### src/rtl/core/tse_pkg.sv
`default_nettype none
package tse_pkg;

  localparam int STORE_DEPTH_DEF = 4096;
  localparam int MAX_DIMS_DEF    = 4;
  localparam int DATA_WIDTH_DEF  = 32;

  localparam int EXT_W   = 12;
  localparam int EXTS_W  = 48;
  localparam int POS_W   = 12;
  localparam int WORD_W  = 32;
  localparam int DIM_W   = 3;
  localparam int CNT_W   = 4;
  localparam int OFF_W   = 64;
  localparam int CFG_IDX_W = 2;

  // Every packed extent resets to one
  localparam logic [EXTS_W-1:0] EXT_RESET = 48'h001_001_001_001;

  typedef enum logic [1:0] {
    OP_LOAD    = 2'd0,
    OP_SCATTER = 2'd1,
    OP_READ    = 2'd2,
    OP_NONE    = 2'd3
  } tse_op_e;

  typedef enum logic [CFG_IDX_W-1:0] {
    REG_REDUCE = 2'd0,
    REG_AXIS   = 2'd1,
    REG_IEXT   = 2'd2,
    REG_OEXT   = 2'd3
  } tse_reg_e;

  typedef struct packed {
    logic              reduce_mode;
    logic [1:0]        scatter_axis;
    logic [EXTS_W-1:0] index_extents;
    logic [EXTS_W-1:0] output_extents;
  } tse_cfg_t;

  typedef struct packed {
    tse_op_e            kind;
    logic [POS_W-1:0]   addr;
    logic [POS_W-1:0]   pos;
    logic [EXT_W-1:0]   axis_coord;
    logic [WORD_W-1:0]  data;
    logic               skip;
  } tse_item_t;

  // Extent of one dimension, outermost first; dimensions past the packed fields are 1.
  function automatic logic [EXT_W-1:0] ext_of(logic [EXTS_W-1:0] r, int unsigned dim,
                                              int unsigned max_dims);
    int shift;
    logic [EXTS_W-1:0] sh;
    shift = EXT_W * (int'(max_dims) - 1 - int'(dim));
    if (shift >= EXTS_W || shift < 0) return EXT_W'(1);
    sh = r >> shift;
    return sh[EXT_W-1:0];
  endfunction

  // Clamp the configured axis to the last dimension.
  function automatic logic [DIM_W-1:0] sat_axis(logic [1:0] a, int unsigned max_dims);
    if (int'(a) > int'(max_dims) - 1) return DIM_W'(max_dims - 1);
    return DIM_W'(a);
  endfunction

endpackage
`default_nettype wire

### src/rtl/core/tse_front.sv
`default_nettype none
module tse_front #(
  parameter int MAX_DIMS = tse_pkg::MAX_DIMS_DEF
) (
  input  wire                          clk_i,
  input  wire                          rst_ni,
  input  tse_pkg::tse_cfg_t            cfg_i,
  input  wire                          in_valid_i,
  output logic                         in_ready_o,
  input  wire  [1:0]                   op_i,
  input  wire  [tse_pkg::POS_W-1:0]    element_address_i,
  input  wire  [tse_pkg::POS_W-1:0]    update_position_i,
  input  wire  signed [31:0]           index_value_i,
  input  wire  signed [31:0]           data_value_i,
  output logic                         q_valid_o,
  input  wire                          q_ready_i,
  output tse_pkg::tse_item_t           q_item_o
);
  import tse_pkg::*;

  logic [EXT_W-1:0]   size;
  logic signed [32:0] idx_x;
  logic signed [32:0] size_x;
  logic signed [32:0] norm;
  tse_item_t          item;
  tse_item_t          ent_q [2];
  logic               wr_ptr_q, rd_ptr_q;
  logic [1:0]         cnt_q;
  logic               push, pop;

  // Classify the request and range-check the index along the axis
  always_comb begin
    size   = ext_of(cfg_i.output_extents, 32'(sat_axis(cfg_i.scatter_axis, MAX_DIMS)),
                    MAX_DIMS);
    idx_x  = 33'(index_value_i);
    size_x = $signed({21'd0, size});
    norm   = (idx_x < 0) ? idx_x + size_x : idx_x;
    item.kind       = tse_op_e'(op_i);
    item.addr       = element_address_i;
    item.pos        = update_position_i;
    item.axis_coord = norm[EXT_W-1:0];
    item.data       = data_value_i;
    item.skip       = (idx_x >= size_x) || (idx_x < -size_x);
  end

  assign in_ready_o = (cnt_q != 2'd2);
  assign push       = in_valid_i && in_ready_o;
  assign q_valid_o  = (cnt_q != 2'd0);
  assign pop        = q_valid_o && q_ready_i;
  assign q_item_o   = ent_q[rd_ptr_q];

  // Hold classified requests in a two-entry queue
  always_ff @(posedge clk_i) begin
    if (push) ent_q[wr_ptr_q] <= item;
  end

  always_ff @(posedge clk_i or negedge rst_ni) begin
    if (!rst_ni) begin
      wr_ptr_q <= 1'b0;
      rd_ptr_q <= 1'b0;
      cnt_q    <= 2'd0;
    end else begin
      if (push) wr_ptr_q <= ~wr_ptr_q;
      if (pop)  rd_ptr_q <= ~rd_ptr_q;
      cnt_q <= cnt_q + 2'(push) - 2'(pop);
    end
  end

endmodule
`default_nettype wire

### config.mk
export PLATFORM = sky130hd
export DESIGN_NAME = tse_front
export DESIGN_NICKNAME = d
export VERILOG_FILES = /design/src/rtl/core/tse_pkg.sv /design/src/rtl/core/tse_front.sv
export SDC_FILE = /design/constraint.sdc
export NUM_CORES = 1
export LEC_CHECK = 0
export BUFFER_PORTS_ARGS = -buffer_cell sky130_fd_sc_hd__buf_2
export CAP_MARGIN = 20
export CORE_MARGIN = 5
export CORE_UTILIZATION = 52
export CTS_CLUSTER_SIZE = 20
export DETAILED_ROUTE_END_ITERATION = 12
export PLACE_DENSITY = 0.81
export SLEW_MARGIN = 20
export SYNTH_ARGS = -nofsm -noshare
export SYNTH_HDL_FRONTEND = slang
export SYNTH_SLANG_ARGS = --single-unit
### constraint.sdc
create_clock -name clk_i -period 5.2 [get_ports clk_i]
set_input_delay 0.78 -clock clk_i [delete_from_list [all_inputs] [get_ports clk_i]]
set_output_delay 0.78 -clock clk_i [all_outputs]
set_load 0.01 [all_outputs]
### Yosys cells after proc, flatten, opt, wreduce, memory -nomap -nowiden

Memories as Yosys holds them, arrays and structs flattened.
Index checks and enable logic that the tools add are counted.

* add/subtract/negate cells: 5
* $lt $le $gt $ge: 5
* bitwise operators: 2
* reduce and logical (&&, ||, !) cells: 5
* multiply operators: 1
* multiplexer cells: 6
* equality and inequality tests: 1
* shift operators: 1

Operator list (number)
* $shr 48x32->12: 1
* $mux 12: 3
* $lt 32x33->1: 1
* $neg 12->33: 1
* $ge 32x13->1: 1
* $lt 32x1->1 const B: 1
* $add 12x12->12: 1
* $ge 8x7->1 const B: 1
* $lt 8x1->1 const B: 1
* $mul 3x3->6 const A: 1
* $mux 1: 3
* $sub 2x2->3 const A: 1
* $add 2x1->2: 1
* $logic_and 1x1->1: 2
* $logic_or 1x1->1: 2
* $ne 2x2->1 const B: 1
* $not 1->1: 2
* $reduce_bool 2->1: 1
* $sub 2x1->2: 1

* memories kept: 1
* output and inout port bits: 73
* word-level logic and storage cells: 30
* register bits: 4
* memory bits (writable): 142

Memories
* ent_q: words 2, width 71, read ports 1, clocked after Yosys merged registers in 0, wr ports 1, RTL line tse_front.sv:26 `tse_item_t ent_q [2];`

### Logic depth before layout (Yosys ltp)

Gate-level depths: netlist of run 1.

* depth after elaboration: 9
* mapped depth: 24

### Worst setup path before layout of run 1

No wires, ideal clock.

* path type: input port to flip-flop
* start: input port cfg_i[96] in the netlist's numbering
* end: memory ent_q[0][0] in the netlist's numbering (data pin)
* setup time: 0.260 ns
* buffers on the path: 5
* setup slack: -0.055 ns
* arrival time: 4.995 ns
* cell stages on the path: 22
* cells stage by stage: buf_6 -> buf_6 -> buf_6 -> inv_1 -> ha_1 -> buf_4 -> buf_2 -> nand2_1 -> a32o_1 -> a21oi_1 -> ha_1 -> nand4_1 -> nor2_1 -> nand3_1 -> xnor2_1 -> ha_1 -> and4_1 -> a221o_1 -> o21ai_0 -> a311oi_1 -> or3_1 -> a22o_1

RTL lines
* start, declared: RTL line tse_front.sv:7 `input tse_pkg::tse_cfg_t cfg_i,`
* end, declared: RTL line tse_front.sv:26

==> results of run 1 <==
==> where the power goes <==
part	leakage (uW)	switching [uW]	total (uW)	internal, uW
sequential	0.00136	131	1760	1630
clock	0.000304	426	1270	842
combinational	0.00261	802	1500	698
total	0.00427	1360	4520	3170
==> final timing paths <==
kind                                    startpoint                     end  depth (start not counted)
min in group clk_i              cnt_q[0]$_DFF_PN0_      cnt_q[0]$_DFF_PN0_                          1
worst max register to register  cnt_q[1]$_DFF_PN0_  ent_q[1][68]$_DFFE_PP_                          3
worst min register to register  cnt_q[0]$_DFF_PN0_      cnt_q[0]$_DFF_PN0_                          1
worst max-delay path                     cfg_i[97]   ent_q[0][0]$_DFFE_PP_                         18
worst min-delay path                        rst_ni      cnt_q[1]$_DFF_PN0_                          1
max in group asynchronous                   rst_ni    rd_ptr_q$_DFFE_PN0P_                          1
==> sequential cells by signal, indices dropped and copies added, names as in the netlist <==
| name | count |
|---|---|
| cnt_q | 2 |
| ent_q | 142 |
| wr_ptr_q | 1 |
| rd_ptr_q | 1 |
==> kinds of logic (layout without fill, tap and decap cells) <==
| group | count (synthesis) | count (layout) | synth area share (%) |
|---|---|---|---|
| AND/OR/NAND/NOR | 124 | 124 | 8.113 |
| buffers and inverters | 50 | 292 | 2.810 |
| adder cells (fa/ha/maj) | 63 | 63 | 9.609 |
| flip-flops | 146 | 146 | 52.70 |
| AO/OA/AOI/OAI | 97 | 97 | 7.856 |
| XOR/XNOR | 22 | 22 | 2.327 |
| multiplexers | 115 | 115 | 16.59 |
==> metrics by stage <==
stage / instances / setup WS [ns]
3_3_place_gp: 1045 / 0.1719
2_1_floorplan: 617 / 0.05210
5_1_grt: 1075 / 0.02852
6_report: 1075 / 0.4897
3_5_place_dp: 1045 / 0.07466
4_1_cts: 1075 / 0.5113
==> per-layer routing <==
| layer | global-route usage [%] | share of wire, % | vias up |
|---|---|---|---|
| met3 | 5.218 | 8.3 | 30 |
| met1 | 22.57 | 38 | 2696 |
| met5 | 0 | 0.070 | - |
| met4 | 7.783 | 2.3 | 2 |
| met2 | 36.05 | 51 | 198 |
| li1 | - | - | 2824 |
==> cell type report <==
cell class	instances	share of cell area, %
sequential	146	42.48
timing repair buffer	235	11.91
clock inverter	11	1.814
multi-input combinational	421	35.98
inverter	27	0.9861
tap	216	2.630
clock buffer	19	4.212
==> synthesized netlist by cell type, drive strengths merged, types with 2 or more instances <==
cell type	instances
a211oi	4
a21o	6
a21oi	36
a221oi	3
a22oi	4
a311oi	2
a31oi	3
buf	10
clkbuf	13
dfrtp	4
edfxtp	142
ha	62
inv	27
mux2	75
mux2i	30
mux4	10
nand2	19
nand2b	9
nand3	12
nand4	11
nor2	44
nor2b	7
nor3	3
nor4	7
o211ai	4
o21ai	14
o21ba	2
o21bai	3
o221ai	2
o22a	3
o22ai	2
o31a	2
or2	2
or3	2
xnor2	20
xor2	2
==> critical path: cells and delay by family <==
family	cells	cell delay, ns
and+or+nand+nor	7	1.72
buffers and inverters	3	0.38
AOI/OAI and AO/OA	6	1.30
adders and majority gates	2	0.70
==> flow_summary_export.csv, run 1 <==
group,metric,value,unit
hold_path,hold_path.class,"in2async",
global_routing,grtUsageTotal,19.99,%
die,row_count,46,
pwr,power,4525,uW
final_layout,fill_cells,1211,
final_layout,flow.area_growth_from_synthesis,24.10,%
final_layout,fin_area,10280,sq um
clock_tree,numCtsBuffers,17,
logic_synthesis,synthesis.area,8282,sq um
global_routing,gr-total-overflow,0,
outcome,status,"finished, final reports clean",
placed_design,dpl_cell_area,9658,sq um
logic_synthesis,postSynthAreaPerCell,13.42,sq um
global_routing,grt_max_degree,49,
route,drtAntennaViolNets,0,
route,routed_wl,18.64,mm
logic_synthesis,yosysSeqAreaShare,52.70,%
setup_path,r2r_slack,2.90,ns
setup_path,critPathArrivalTime,4.87,ns
setup_path,crit_path_end_kind,"flop",
setup_path,crit_type,"in2reg",
clock_tree,ctsHoldBuffers,0,
clock_tree,cts.clk_slew.worst_paths,0.06,ns
clock_tree,clock_path_buffers,2,
route,viasPerCell,5.349,
setup_path,cpMaxStageDelayCell,"ha_1",
clock_tree,root_buffer,"clkbuf_16",
setup_path,path_max_fanout,11,
logic_synthesis,synth_edf_count,142,
clock_tree,post_cts_buffers,0,
logic_synthesis,syn_inst,617,
die,io_pins,266,
setup_path,cp_slowest_stage_delay,0.51,ns
logic_synthesis,yosysTopAreaCell,"edfxtp_1",
clock_tree,cts.sink_count,146,
global_routing,antenna_found_initial,1,
die,initial_core_util,52.52,%
setup_path,required,5.36,ns
logic_synthesis,synth_top_area_share,51.49,%
pwr,power_density,440.3,nW/um^2
die,coreArea,15770,sq um
timing,hold_viol,0,
die,dieWidth,136.2,microns
final_layout,multi_input_area,3697,sq um
logic_synthesis,ys_warn_count,0,
final_layout,final_common_cell,"buf_2",
clock_tree,htree_levels,4,
route,drc_errors,0,
timing,setup_tns,0,ns
final_layout,seq_area,4365,sq um
clock_tree,postCtsResizedCells,0,
route,dr.pass1.iters,4,
setup_path,crit_chain,"buf_2 -> inv_1 -> ha_1 -> buf_4 -> nor2b_1 -> a221oi_1 -> a22oi_2 -> nand4_4 -> nor4_4 -> nand3_4 -> nor2_1 -> ha_1 -> nand4_1 -> nor4_1 -> o21ai_0 -> a311oi_1 -> o21ai_0 -> a22o_1",
logic_synthesis,async_flop_share,2.740,%
timing,slew_headroom,30.44,%
timing,fmaxAchievable,212.3,MHz
timing,worst_slew_pin_slew,1.043,ns
logic_synthesis,ys_types,67,
timing,rsz0062_at_grt,"false",
final_layout,final_util,65.17,%
placed_design,dp_hpwl,14.46,mm
final_layout,finalNetCount,1104,
die,dieArea,18550,sq um
placed_design,port_buffers,216,
timing,period_needed,4.710,ns
global_routing,first_global_vias,5857,
timing,period_share,90.58,%
logic_synthesis,ys_dominant_reg_cell,"edfxtp_1",
pwr,vdd_drop_max,0.2355,mV
logic_synthesis,ys_top_cells_by_area,"edfxtp_1 (51%), mux2_2 (10%), ha_1 (9.4%), mux2i_1 (3.6%), mux4_2 (2.7%)",
route,num_vias,5750,
timing,slew_violations,0,
clock_tree,cts_tree,"yes",
final_layout,drive_gt1_share,42.96,%
global_routing,grt_pass1_wl,28.88,mm
placed_design,globalplace.congestion,0.8432,
logic_synthesis,synth_seq_cells,146,
pwr,p_leak,0.004273,uW
timing,setup_viol,0,
timing,hold_ws,0.1648,ns
route,dr.first_iter.drc_count,253,
route,wl_per_cell,17.34,microns
flow_run,cap_violations,0,
setup_path,start_kind,"input port",
logic_synthesis,synthesis.nets,873,
final_layout,insertedDiodeCount,0,
final_layout,final_cell_mix,"buf_2 (216), edfxtp_1 (142), mux2_2 (74), ha_1 (62), nor2_1 (43)",
timing,finClkSkew,0.009088,ns
clock_tree,clock_latency,0.41,ns
die,fp.dieH,136.2,microns
No activity file was read; power rests on OpenSTA's default activity.
==> inputs of run 2 (changes only) <==
- ABC_AREA: not set -> 1
- CORE_UTILIZATION: 52 -> 53
- PLACE_DENSITY: 0.81 -> 0.82
==> run 2 against run 1 <==
Setup slack gained 0.44 ns. Die area grew 3.6%. Combinational power grew 15%. Register-to-register slack lost 0.16 ns. Critical path depth grew 5. Non-clock buffer count shrank 10. Synthesized cell count grew 65%. Hold slack lost 0.0014 ns. Critical path type unchanged. Largest power group is now combinational logic. Highest routed layer is now met4.
==> flow_summary_export.csv, run 2 <==
group,metric,value,unit
timing,slew_violations,0,
die,coreArea,16410,sq um
logic_synthesis,synth_edf_count,142,
setup_path,crit_path_end_kind,"flop",
die,initial_core_util,53.44,%
timing,worst_slew_pin_slew,1.023,ns
setup_path,cp.buffers_inverters,5,
setup_path,cp_slowest_stage_delay,0.65,ns
pwr,power_density,441.4,nW/um^2
setup_path,crit_type,"in2reg",
logic_synthesis,syn_inst,1021,
route,viasPerCell,5.111,
clock_tree,ctsHoldBuffers,0,
die,dieWidth,138.6,microns
logic_synthesis,yosysSeqAreaShare,49.78,%
die,io_pins,266,
global_routing,grtUsageTotal,21.69,%
setup_path,r2r_cells,5,
setup_path,reg2reg_to,"ent_q[0][2]$_DFFE_PP_",
timing,setup_tns,0,ns
logic_synthesis,ys_dominant_reg_cell,"edfxtp_1",
setup_path,start_kind,"input port",
logic_synthesis,synthesis.nets,1277,
global_routing,use_met3,3.483,%
global_routing,grt_max_degree,72,
setup_path,cpMaxStageDelayCell,"nor2_1",
logic_synthesis,ys_top_cells_by_area,"edfxtp_1 (49%), nand2_1 (18%), ha_1 (8.8%), nand3_1 (3.7%), nor2_1 (2.9%)",
clock_tree,cts_tree,"yes",
global_routing,grtUsageMet1,27.70,%
final_layout,flow.area_growth_from_synthesis,21.66,%
final_layout,largestRegisters,"ent_q x142, cnt_q x2",
route,routed_wl,20.90,mm
pwr,p_leak,0.005186,uW
setup_path,cp_top_family,"simple AND/OR/NAND/NOR gates",
final_layout,largest_reg_flops,142,
logic_synthesis,synth_seq_cells,146,
route,drtAntennaViolNets,0,
logic_synthesis,ys_types,43,
global_routing,use_met2,38.03,%
global_routing,antenna_found_initial,0,
route,drc_errors,0,
setup_path,r2r-start,"cnt_q[0]$_DFF_PN0_",
die,dieArea,19210,sq um
clock_tree,cts.clk_slew.worst_paths,0.06,ns
setup_path,required,5.35,ns
setup_path,crit_chain,"buf_2 -> inv_2 -> ha_1 -> nor2_1 -> nand2_1 -> nand2_1 -> inv_1 -> a31oi_1 -> inv_1 -> nand3_2 -> nor2_1 -> ha_1 -> nand2_1 -> nor2_1 -> nand2_1 -> inv_1 -> nand2_1 -> nor2_1 -> nand3_1 -> nand2_1 -> nor2_1 -> nand3_1 -> nand3_1",
global_routing,grt_pass1_wl,34.42,mm
global_routing,grt.busiest_layer,"met2",
placed_design,dp_hpwl,15.44,mm
global_routing,gr-total-overflow,0,
setup_path,critPathArrivalTime,4.42,ns
setup_path,path_common_cell,"nand2_1",
placed_design,globalplace.congestion,0.9413,
die,fp.dieH,138.6,microns
timing,fmaxAchievable,234.2,MHz
timing,period_needed,4.270,ns
global_routing,first_global_vias,7266,
clock_tree,root_buffer,"clkbuf_16",
setup_path,r2r_slack,2.74,ns
logic_synthesis,synth_top_area_share,48.64,%
clock_tree,htree_levels,4,
clock_tree,post_cts_buffers,0,
route,dr.first_iter.drc_count,615,
placed_design,port_buffers,216,
timing,slew_headroom,31.64,%
die,row_count,47,
setup_path,path_max_fanout,11,
hold_path,hold_path.class,"in2async",
logic_synthesis,postSynthAreaPerCell,8.587,sq um
clock_tree,numCtsBuffers,17,
logic_synthesis,async_flop_share,2.740,%
logic_synthesis,synth_common_cells,"nand2_1 (423), edfxtp_1 (142), nor2_1 (68), inv_1 (66), nand3_1 (65)",
flow_run,cap_violations,0,
route,num_vias,7472,
timing,hold_viol,0,
clock_tree,clock_path_buffers,2,
final_layout,final_common_cell,"nand2_1",
clock_tree,postCtsResizedCells,0,
route,dr.pass1.iters,5,
logic_synthesis,synthesis.area,8767,sq um
final_layout,top_register,"ent_q",
clock_tree,cts.sink_count,146,
timing,period_share,82.11,%
pwr,vdd_drop_max,0.3095,mV
logic_synthesis,ys_warn_count,0,
pwr,power,4709,uW
logic_synthesis,yosysMostFrequentCell,"nand2_1",
timing,rsz0062_at_grt,"false",
final_layout,final_util,65.01,%
final_layout,final_cell_mix,"nand2_1 (423), buf_2 (216), edfxtp_1 (142), inv_1 (66), nor2_1 (66)",
timing,finClkSkew,0.006454,ns
clock_tree,clock_latency,0.41,ns
final_layout,finalNetCount,1484,
final_layout,drive_gt1_share,23.93,%
timing,setup_viol,0,
logic_synthesis,yosysTopAreaCell,"edfxtp_1",
outcome,status,"finished, final reports clean",
route,wl_per_cell,14.29,microns
[run 2: cell types whose count changed in the layout (fill, tap and decap cells not counted), moves of 18 or more]
cell     previous run  this run
o21ai_0            13        31
mux2_2             74         0
inv_1              26        66
nand2_1            18       423
xnor2_1            20         2
nor2_1             43        66
nand3_1            11        65
mux2i_1            30         0
[run 2: cells by family after synthesis]
family	count (synthesis)	share of synthesized area, %
AND/OR/NAND/NOR	596	28.56
buffers and inverters	111	5.352
XOR/XNOR	12	1.199
adder cells (fa/ha/maj)	63	9.077
flip-flops	146	49.78
AO/OA/AOI/OAI	93	6.037
[run 2: report_power, final]
group          internal (uW)  switching [uW]  leakage [uW]  total, uW
sequential              1620            64.3       0.00136       1690
clock                    820             484      0.000314       1300
combinational            564            1150       0.00351       1720
[run 2: area by class of cell]
type	count	area, sq um
Tap cell	220	275.3
Clock inverter	15	222.7
Timing Repair Buffer	225	1149
Fill cell	1336	5741
Antenna cell	1	2.502
Clock buffer	17	425.4
Sequential cell	146	4365
Inverter	74	277.8
Multi-Input combinational cell	764	3949
[run 2: worst reg2reg max path, delay by kind of cell, from the launching register on]
| family | cells | cell delay [ns] |
|---|---|---|
| buffers and inverters | 2 | 0.64 |
| DFF | 1 | 0.37 |
| and+or+nand+nor | 3 | 1.06 |
[run 2: worst max-delay path by stage]
stage,from,cells after the start,slack [ns],endpoint
5_1_grt,cfg_i[96],23,0.47,ent_q[1][0]$_DFFE_PP_
3_3_place_gp,cfg_i[96],23,0.54,ent_q[0][0]$_DFFE_PP_
6_report,cfg_i[96],23,0.93,ent_q[0][0]$_DFFE_PP_
2_1_floorplan,in_valid_i,2,0.84,ent_q[1][0]$_DFFE_PP_
3_5_place_dp,cfg_i[96],23,0.52,ent_q[0][0]$_DFFE_PP_
4_1_cts,cfg_i[96],23,0.95,ent_q[0][0]$_DFFE_PP_
[run 2: per-stage QoR]
stage | worst slack [ns] | hold WS, ns | cells | area (sq um)
floorplan | 0.8361 | 0.4844 | 1021 | 8767
detailed placement | 0.5227 | 0.5375 | 1429 | 10020
global route | 0.4746 | 0.1552 | 1461 | 10660
global placement | 0.5400 | 0.5080 | 1429 | 10020
finish | 0.9301 | 0.1634 | 1462 | 10670
CTS | 0.9469 | 0.1493 | 1461 | 10660
[run 2: metal layers]
layer	vias up	part of all wire (%)
li1	3789	-
met1	3366	42
met2	283	49
met3	34	7.0
met4	0	2.3
met5	-	0
